<file path="config.mk">
export PLATFORM = sky130hd
export DESIGN_NAME = cpc_sqrt_cell
export DESIGN_NICKNAME = d
export VERILOG_FILES = /design/src/cpc_pkg.sv /design/src/cpc_sqrt_cell.sv
export SDC_FILE = /design/constraint.sdc
export NUM_CORES = 1
export LEC_CHECK = 0
export BUFFER_PORTS_ARGS = -buffer_cell sky130_fd_sc_hd__buf_2
export CAP_MARGIN = 20
export CORE_AREA = 2 2 259 261
export CTS_BUF_LIST = sky130_fd_sc_hd__clkbuf_16
export DETAILED_ROUTE_END_ITERATION = 8
export DIE_AREA = 0 0 261 263
export PLACE_DENSITY = 0.35
export SYNTH_ARGS = -nofsm -noshare
export SYNTH_HDL_FRONTEND = slang
export SYNTH_SLANG_ARGS = --single-unit
</file>
<file path="constraint.sdc">
create_clock -name i_clk -period 8.2 [get_ports i_clk]
set_input_delay 1.64 -clock i_clk [delete_from_list [all_inputs] [get_ports i_clk]]
set_output_delay 1.64 -clock i_clk [all_outputs]
set_load 0.02 [all_outputs]
</file>
<file path="src/cpc_pkg.sv">
// Types and constants shared by the circle pair contact pipeline.
package cpc_pkg;

    localparam int SqrtSteps = 31;
    localparam int DivSteps  = 15;

    localparam logic [0:0] AddrMinDist = 1'b0;

    typedef struct packed {
        logic [15:0] pair_tag;
        logic [31:0] first_x;
        logic [31:0] first_y;
        logic [29:0] first_radius;
        logic [31:0] second_x;
        logic [31:0] second_y;
        logic [29:0] second_radius;
    } t_in;

    typedef struct packed {
        logic [15:0] tag_out;
        logic        hit;
        logic [15:0] normal_x;
        logic [15:0] normal_y;
        logic [30:0] penetration;
        logic [31:0] contact_x;
        logic [31:0] contact_y;
    } t_res;

    // Side data carried along the root chain
    typedef struct packed {
        logic [15:0] tag;
        logic [31:0] ax;
        logic [31:0] ay;
        logic [29:0] r1;
        logic [30:0] rs;
        logic        sx;
        logic        sy;
        logic [30:0] adx;
        logic [30:0] ady;
        logic        miss;
    } t_sq_pay;

    typedef struct packed {
        logic        valid;
        t_sq_pay     pay;
        logic [61:0] rad;
        logic [31:0] rem;
        logic [30:0] root;
    } t_sq;

    // Side data carried along the divider chain
    typedef struct packed {
        logic [15:0] tag;
        logic [31:0] ax;
        logic [31:0] ay;
        logic [29:0] r1;
        logic [30:0] pen;
        logic        sx;
        logic        sy;
        logic        miss;
    } t_dv_pay;

    typedef struct packed {
        logic        valid;
        t_dv_pay     pay;
        logic [44:0] dsr;
        logic [45:0] remx;
        logic [45:0] remy;
        logic [14:0] qx;
        logic [14:0] qy;
    } t_dv;

endpackage

</file>
<file path="src/cpc_sqrt_cell.sv">
// One digit step of the integer square root chain.
module cpc_sqrt_cell (
    input  logic          i_clk,
    input  logic          i_rst_n,
    input  cpc_pkg::t_sq  i_sq,
    output cpc_pkg::t_sq  o_sq
);

    cpc_pkg::t_sq r_sq;
    cpc_pkg::t_sq n_sq;
    logic [33:0]  rem_s;
    logic [33:0]  trial;
    logic         ge;

    always_comb begin
        rem_s = {i_sq.rem, i_sq.rad[61:60]};
        trial = {1'b0, i_sq.root, 2'b01};
        ge    = rem_s >= trial;
        n_sq       = i_sq;
        n_sq.rad   = {i_sq.rad[59:0], 2'b00};
        n_sq.rem   = ge ? 32'(rem_s - trial) : rem_s[31:0];
        n_sq.root  = {i_sq.root[29:0], ge};
    end

    always_ff @(posedge i_clk) begin
        if (!i_rst_n) begin
            r_sq <= '0;
        end else begin
            r_sq <= n_sq;
        end
    end

    assign o_sq = r_sq;

endmodule

</file>
==> results.yml <==
die:
  die_h_um: 263
  design.core.area_um2: 65600
  io_pins: 666
  die_w_um: 261
  rows: 94
  initial_utilization: 0.167
  die_area_um2: 68600
cts:
  holdBufCountCts: 0
  clk_pin_slew_worst_paths_ns: 0.06
  post-cts-setup-buffer-count: 0
  postCtsResizedCells: 0
  htreeDepth: 2
  ctsLongestPathBuffers: 3
  ctsRootBufferMaster: "clkbuf_16"
  cts_tree: "done"
  numCtsBuffers: 42
  cts.sinks: 330
layout:
  finalNonFillerCells: 2599
  nFillCells: 7162
  layout.nets: 2072
  multi_input_area_um2: 3960
  drive_gt1_frac: 0.420
  seq_area_um2: 6610
  syn_to_final_growth_pct: 49.8
  largest_reg_flops: 330
synth:
  avgSynthCellArea_um2: 10.5
  netlist_area_um2: 11000
  async_reset_ff_frac: 0
  synth.most_common_cell: "dfxtp_1"
  ys_warn_count: 0
  synth_common_cells: "dfxtp_1 (330), and2_1 (268), nor2_1 (79)"
  synth-seq-cells: 330
  yosysSeqAreaShare: 0.602
  synth_ff_type: "dfxtp_1"
  synth_top_area_cell: "dfxtp_1"
  netlist.area_leader.share: 0.602
  synth_cell_types: 55
  postSynthCellCount: 1048
  synth_edf_count: 0
  synth.area.top_cells: "dfxtp_1 (60%), and2_1 (15%), ha_1 (3.8%)"
global_route:
  grt_max_degree: 107
  antenna_found_initial: 6
  grt_overflow_total: 0
  first_global_vias: 9476
  track_usage: 0.131
  grt_pass1_wl_um: 66200
timing:
  fin_setup_tns_ns: 0
  fin_crit_sh: 0.515
  finalHoldViolCount: 0
  finalCriticalPeriod_ns: 4.22
  maxSlewViolCount: 0
  rsz0062_at_grt: "false"
  setup_viol: 0
  setup_ws_ns: 3.98
  fmax_mhz: 237
  worst_pin_slew_ns: 0.864
  maxSlewHeadroom: 0.424
min_path:
  holdCritStartpoint: "i_sq[165]"
  min_path_type: "input pin to flop"
  whs_path_depth: 2
  hold_end: "o_sq[165]"
setup_path:
  endpoint_kind: "flop"
  start_kind: "input pin"
  cp_max_fo: 32
  critPathKind: "input pin to flop"
  arrival_ns: 4.64
  required_ns: 8.62
pwr:
  ir_drop_uv: 129
  p_total_w: 0.00407
  leakage_nw: 8.24
  power_density_nw_per_um2: 248
route:
  viasPerCell: 3.64
  ant_nets: 0
  wl_per_cell_um: 18.1
  vias: 9468
  drcViolationCount: 0
  first_pass_iters: 4
  drt_iter0_markers: 310
  drt_wl_total_um: 47100
place:
  io_buffer_count: 663
  place_congestion: 0.815
  hpwl_um: 38000
  dpl_worst_slack_ns: 3.29
  dp.cells: 2525
flow_run:
  maxCapViolCount: 0
status:
  run_status: "completed"
-- through the flow --
step / cell area (um^2) / hold slack (ns) / utilization
after floorplan: 11000 / 1.76 / -
after global placement: 15200 / 1.84 / 0.231
after detailed placement: 15200 / 1.85 / 0.231
after CTS: 16400 / 1.23 / 0.251
after global routing: 16400 / 1.24 / 0.251
final: 16400 / 1.28 / 0.251
-- placed cells by master (no fill, tap or decap), drive strengths merged, types with 5 or more instances in the layout --
cell type | synthesis | final
a211oi | 6 | 6
a21o | 13 | 13
a21oi | 41 | 41
a31oi | 8 | 8
and2 | 268 | 268
buf | 15 | 667
clkbuf | 40 | 43
clkinv | 0 | 14
dfxtp | 330 | 330
ha | 33 | 33
inv | 44 | 57
mux2i | 11 | 11
nand2 | 25 | 25
nand2b | 7 | 7
nand3 | 16 | 16
nand4 | 6 | 6
nor2 | 80 | 80
nor2b | 6 | 6
nor3 | 10 | 10
o211ai | 5 | 5
o21ai | 20 | 20
o21bai | 8 | 8
xnor2 | 20 | 20
xor2 | 6 | 6
-- worst max-delay path by stage --
stage | depth (start not counted) | endpoint | startpoint
2_1_floorplan | 10 | o_sq[43] | i_sq[2]
6_report | 12 | o_sq[62] | i_sq[19]
3_3_place_gp | 11 | o_sq[57] | i_sq[2]
4_1_cts | 12 | o_sq[62] | i_sq[19]
3_5_place_dp | 12 | o_sq[62] | i_sq[2]
5_1_grt | 12 | o_sq[62] | i_sq[21]
-- cells by family (layout without fill, tap and decap cells) --
group	count (synthesis)	after routing	synth area share
adder cells (fa/ha/maj)	33	33	0.0376
flip-flops	330	330	0.602
AO/OA/AOI/OAI	122	122	0.0737
buffers and inverters	99	784	0.0382
other	1	3	0.000342
XOR/XNOR	26	26	0.0207
multiplexers	11	11	0.0100
AND/OR/NAND/NOR	426	426	0.218
-- layer usage --
metal | vias up | global-route usage | routed length, um
met5 | - | 0 | 23
met4 | 4 | 0.0361 | 1030
met3 | 62 | 0.0393 | 3760
met2 | 338 | 0.241 | 24100
met1 | 4385 | 0.145 | 18100
li1 | 4679 | - | -
-- power by group --
part,switching (W),internal [W],leakage (nW)
sequential,0.0000231,0.00170,2.75
clock,0.000722,0.00101,0.665
combinational,0.000378,0.000237,4.83
-- worst max-delay path, cell delays in order --
cell and delay, ns:
buf_2 0.08, inv_1 0.05, ha_1 0.41, a21oi_2 0.19
o21ai_1 0.17, a2111oi_0 0.40, nand3_1 0.18, a31oi_4 0.64
buf_4 0.48, nand3b_1 0.16, a311o_1 0.13, o311ai_1 0.09
-- cell type report --
cell class / instances / area share
well taps: 864 / 0.0657
flip-flops and latches: 330 / 0.402
clock buffers: 43 / 0.0654
multi-input cells: 620 / 0.241
diodes: 1 / 0.000152
clock inverters: 30 / 0.0122
repair buffers: 667 / 0.204
inverters: 44 / 0.0100
No activity file was read; power rests on OpenSTA's default activity.
