`src/cpc_pkg.sv`:
```
// Types and constants shared by the circle pair contact pipeline.
package cpc_pkg;

    localparam int SqrtSteps = 31;
    localparam int DivSteps  = 15;

    localparam logic [0:0] AddrMinDist = 1'b0;

    typedef struct packed {
        logic [15:0] pair_tag;
        logic [31:0] first_x;
        logic [31:0] first_y;
        logic [29:0] first_radius;
        logic [31:0] second_x;
        logic [31:0] second_y;
        logic [29:0] second_radius;
    } t_in;

    typedef struct packed {
        logic [15:0] tag_out;
        logic        hit;
        logic [15:0] normal_x;
        logic [15:0] normal_y;
        logic [30:0] penetration;
        logic [31:0] contact_x;
        logic [31:0] contact_y;
    } t_res;

    // Side data carried along the root chain
    typedef struct packed {
        logic [15:0] tag;
        logic [31:0] ax;
        logic [31:0] ay;
        logic [29:0] r1;
        logic [30:0] rs;
        logic        sx;
        logic        sy;
        logic [30:0] adx;
        logic [30:0] ady;
        logic        miss;
    } t_sq_pay;

    typedef struct packed {
        logic        valid;
        t_sq_pay     pay;
        logic [61:0] rad;
        logic [31:0] rem;
        logic [30:0] root;
    } t_sq;

    // Side data carried along the divider chain
    typedef struct packed {
        logic [15:0] tag;
        logic [31:0] ax;
        logic [31:0] ay;
        logic [29:0] r1;
        logic [30:0] pen;
        logic        sx;
        logic        sy;
        logic        miss;
    } t_dv_pay;

    typedef struct packed {
        logic        valid;
        t_dv_pay     pay;
        logic [44:0] dsr;
        logic [45:0] remx;
        logic [45:0] remy;
        logic [14:0] qx;
        logic [14:0] qy;
    } t_dv;

endpackage

```
`src/cpc_div_cell.sv`:
```
// One quotient bit step of the two normal dividers.
module cpc_div_cell (
    input  logic          i_clk,
    input  logic          i_rst_n,
    input  cpc_pkg::t_dv  i_dv,
    output cpc_pkg::t_dv  o_dv
);

    cpc_pkg::t_dv r_dv;
    cpc_pkg::t_dv n_dv;
    logic         ge_x;
    logic         ge_y;

    always_comb begin
        ge_x = i_dv.remx >= {1'b0, i_dv.dsr};
        ge_y = i_dv.remy >= {1'b0, i_dv.dsr};
        n_dv      = i_dv;
        n_dv.remx = ge_x ? i_dv.remx - {1'b0, i_dv.dsr} : i_dv.remx;
        n_dv.remy = ge_y ? i_dv.remy - {1'b0, i_dv.dsr} : i_dv.remy;
        n_dv.qx   = {i_dv.qx[13:0], ge_x};
        n_dv.qy   = {i_dv.qy[13:0], ge_y};
        n_dv.dsr  = i_dv.dsr >> 1;
    end

    always_ff @(posedge i_clk) begin
        if (!i_rst_n) begin
            r_dv <= '0;
        end else begin
            r_dv <= n_dv;
        end
    end

    assign o_dv = r_dv;

endmodule

```
`config.mk`:
```
export PLATFORM = sky130hd
export DESIGN_NAME = cpc_div_cell
export DESIGN_NICKNAME = d
export VERILOG_FILES = /design/src/cpc_pkg.sv /design/src/cpc_div_cell.sv
export SDC_FILE = /design/constraint.sdc
export NUM_CORES = 1
export LEC_CHECK = 0
export BUFFER_PORTS_ARGS = -buffer_cell sky130_fd_sc_hd__buf_2
export CAP_MARGIN = 20
export CORE_AREA = 5 5 240 242
export CTS_CLUSTER_DIAMETER = 30
export DETAILED_ROUTE_END_ITERATION = 10
export DIE_AREA = 0 0 245 247
export REMOVE_ABC_BUFFERS = 1
export SKIP_CTS_REPAIR_TIMING = 1
export SYNTH_ARGS = -nofsm -noshare
export SYNTH_HDL_FRONTEND = slang
export SYNTH_SLANG_ARGS = --single-unit
```
`constraint.sdc`:
```
create_clock -name i_clk -period 4.26 [get_ports i_clk]
set_clock_uncertainty 0.2 [all_clocks]
set_input_delay 0.426 -clock i_clk [delete_from_list [all_inputs] [get_ports i_clk]]
set_output_delay 0.426 -clock i_clk [all_outputs]
set_load 0.01 [all_outputs]
```
==> results.json <==
{
  "path_cells": "dlygate4sd3_1 > buf_2 > inv_1 > ha_1 > and2_1 > and3_1 > and3_1 > and4_1 > a2111oi_0 > buf_4 > and2_1 > buf_4 > or3_1 > mux2i_1",
  "gp_congestion": 0.892,
  "grt_pass1_vias": 14900,
  "finalPower_uw": 11800,
  "worst_ep_arrival_time_ps": 4210,
  "synthFlopType": "dfxtp_1",
  "slew_headroom_pct": 46.3,
  "boundaryPins": 626,
  "wl_per_cell_um": 22.2,
  "synth-seq-cells": 311,
  "area_growth_pct": 68.3,
  "worst_pin_slew_ps": 806,
  "vdd_drop_max_v": 0.000281,
  "route.vias.total": 16000,
  "hold_start": "i_dv[123]",
  "hold_ws_ps": -1.58,
  "finalWirelength_um": 75000,
  "synth_edf_count": 0,
  "ys_seq_area_share_pct": 43.0,
  "violations": "hold timing",
  "hp-class": "primary input to flip-flop",
  "whs_endpoint": "o_dv[122]$_SDFF_PN0_",
  "fin_crit_sh_pct": 92.7,
  "yosys-top-cells-area": "dfxtp_1 (43%), and2_1 (8.0%), ha_1 (7.8%), a21oi_1 (4.8%), nand2_1 (4.3%)",
  "clkTransAtPathRegs_ps": 50,
  "max_clock_freq_ghz": 0.253,
  "port_buffers": 622,
  "syn_inst": 1636,
  "leakage_uw": 0.0119,
  "synth_area_mm2": 0.0145,
  "cts_buffer_depth": 3,
  "drt_iter0_markers": 974,
  "avgSynthCellArea_um2": 8.84,
  "setup-tns-final_ps": 0,
  "synth_top_area_share_pct": 43.0,
  "status": "complete, but fails checks",
  "antenna_found_initial": 15,
  "cts_tree": "done",
  "finalMaxSlewViolations": 0,
  "period_minus_slack_ps": 3950,
  "grt_pass1_wl_um": 99500,
  "grt_max_degree": 109,
  "via_per_inst": 4.75,
  "synthArstFlopShare_pct": 0,
  "firstDrtPassIters": 5,
  "grt_use_total_pct": 22.0,
  "fin_nets": 3002,
  "final_layout_size_suffix_gt1_share_pct": 30.7,
  "max_stage_delay_ps": 640,
  "setup_viol": 0,
  "path_class": "primary input to flip-flop",
  "rows": 86,
  "critPathLaunch": "i_dv[128]",
  "drc": 0,
  "clockRootBuffer": "clkbuf_16",
  "drv_cap": 0,
  "rsz0062_at_grt": "no",
  "hold_depth": 3,
  "die_h_um": 247,
  "synth_cell_types": 83,
  "htreeDepth": 3,
  "required_ps": 4520,
  "cts_buffers": 81,
  "yosysTopAreaCell": "dfxtp_1",
  "powerDensity_mw_per_mm2": 486,
  "start_kind": "primary input",
  "hpwlAfterDp_um": 57100,
  "cp_slowest_cell": "a2111oi_0",
  "start_util_pct": 26.4,
  "critPathCaptureType": "flip-flop",
  "largest_register_ffs": 311,
  "core_mm2": 0.0549,
  "overflow": 0,
  "yosys_warnings": 0,
  "crit_fanout": 11,
  "cts.sinks": 311,
  "hold_viol": 1,
  "die_area_mm2": 0.0605,
  "die_w_um": 245,
  "ant_nets": 0
}
-- worst max path at each step --
stage | endpoint | slack, ps | depth (start not counted)
floorplan | o_dv[109]$_SDFF_PN0_ | 450 | 13
detailed placement | o_dv[117]$_SDFF_PN0_ | 270 | 13
CTS | o_dv[121]$_SDFF_PN0_ | 920 | 13
global placement | o_dv[121]$_SDFF_PN0_ | 260 | 13
finish | o_dv[121]$_SDFF_PN0_ | 310 | 14
global route | o_dv[117]$_SDFF_PN0_ | 90 | 16
-- cell type report --
type	count	area, µm²
antenna	12	30.0
clock buffer	95	2170
clock inverter	52	731
fill	5185	30500
inverter	75	284
multi-input combinational	1172	7610
sequential	311	6230
tap	704	881
timing repair buffer	955	6420
-- metrics by stage --
| step | std cells | util, % | instance area (µm²) | hold slack [ps] | setup slack, ps |
|---|---|---|---|---|---|
| 6_report | 3376 | 44.4 | 24400 | -1.58 | 313 |
| 5_1_grt | 3373 | 44.4 | 24300 | 9.95 | 86.0 |
| 2_1_floorplan | 1558 | - | 14100 | 348 | 446 |
| 3_5_place_dp | 2912 | 33.5 | 18400 | 435 | 270 |
| 4_1_cts | 3059 | 38.8 | 21300 | -227 | 921 |
| 3_3_place_gp | 2912 | 33.5 | 18400 | 432 | 262 |
-- cell usage after synthesis (6+ instances only) --
cell	instances
a211o_1	7
nor2_1	126
ha_1	90
o21bai_1	9
clkbuf_1	64
xor2_1	26
inv_1	74
nor3_1	17
and3_1	20
buf_2	6
nor2b_1	9
xnor2_1	49
a211oi_1	15
o21a_1	18
mux2i_1	23
o211ai_1	9
nand2_1	164
a21oi_1	140
or3_1	7
nand4_1	19
a21o_1	49
a31oi_1	10
nand3_1	27
and2_1	186
o21ai_0	46
nor4_1	6
dfxtp_1	311
-- critical path: cells and delay by family --
kind	cells	cell delay (ps)
mux	1	60
simple gates	6	1400
buf+inv	5	1320
fa+ha+maj	1	320
compound gates	1	640
-- metal layers --
| metal | part of all wire (%) | wire length, µm | vias to the layer above | GRT usage (%) |
|---|---|---|---|---|
| met3 | 6.0 | 4500 | 174 | 7.13 |
| li1 | - | - | 7579 | - |
| met1 | 36 | 27100 | 7583 | 22.0 |
| met4 | 5.7 | 4290 | 6 | 10.0 |
| met2 | 52 | 39000 | 678 | 41.6 |
| met5 | 0.056 | 42 | - | 0 |
-- power breakdown --
group / switching (µW) / internal (µW) / total, µW
logic: 1250 / 981 / 2230
registers: 76.3 / 3150 / 3230
clock network: 2030 / 4340 / 6370
total: 3360 / 8480 / 11800
-- kinds of logic (layout without fill, tap and decap cells) --
family / Yosys count / in the layout / synth area share, %
compound gates: 374 / 374 / 17.2
xor+xnor: 75 / 75 / 4.54
fa+ha+maj: 92 / 92 / 8.06
buf+inv: 153 / 1177 / 4.34
flops: 311 / 311 / 43.0
mux: 23 / 23 / 1.59
other cells: 1 / 13 / 0.0259
simple gates: 607 / 607 / 21.2
-- placed cells by master, fill, tap and decap left out, drive strengths merged, types with 5 or more instances in the layout --
| master | netlist | routed |
|---|---|---|
| ha | 90 | 90 |
| a21o | 49 | 49 |
| diode | 0 | 12 |
| nand2 | 164 | 164 |
| inv | 75 | 78 |
| a211o | 7 | 7 |
| a41oi | 5 | 5 |
| nand3 | 27 | 27 |
| a21oi | 140 | 140 |
| or3 | 8 | 8 |
| nand3b | 5 | 5 |
| o21bai | 9 | 9 |
| clkinv | 0 | 24 |
| and2 | 187 | 187 |
| bufinv | 0 | 11 |
| mux2i | 23 | 23 |
| nor2 | 127 | 127 |
| xor2 | 26 | 26 |
| a31o | 6 | 6 |
| clkbuf | 65 | 95 |
| o21ai | 49 | 49 |
| and3 | 20 | 20 |
| xnor2 | 49 | 49 |
| dlygate4sd3 | 0 | 305 |
| nor3 | 19 | 19 |
| a221oi | 8 | 8 |
| clkinvlp | 0 | 14 |
| o21a | 18 | 18 |
| a211oi | 16 | 16 |
| nor4 | 7 | 7 |
| and4 | 5 | 5 |
| buf | 13 | 650 |
| o211ai | 9 | 9 |
| nand4 | 19 | 19 |
| a31oi | 10 | 10 |
| dfxtp | 311 | 311 |
| nor2b | 9 | 9 |
(Power assumes the default switching activity.)
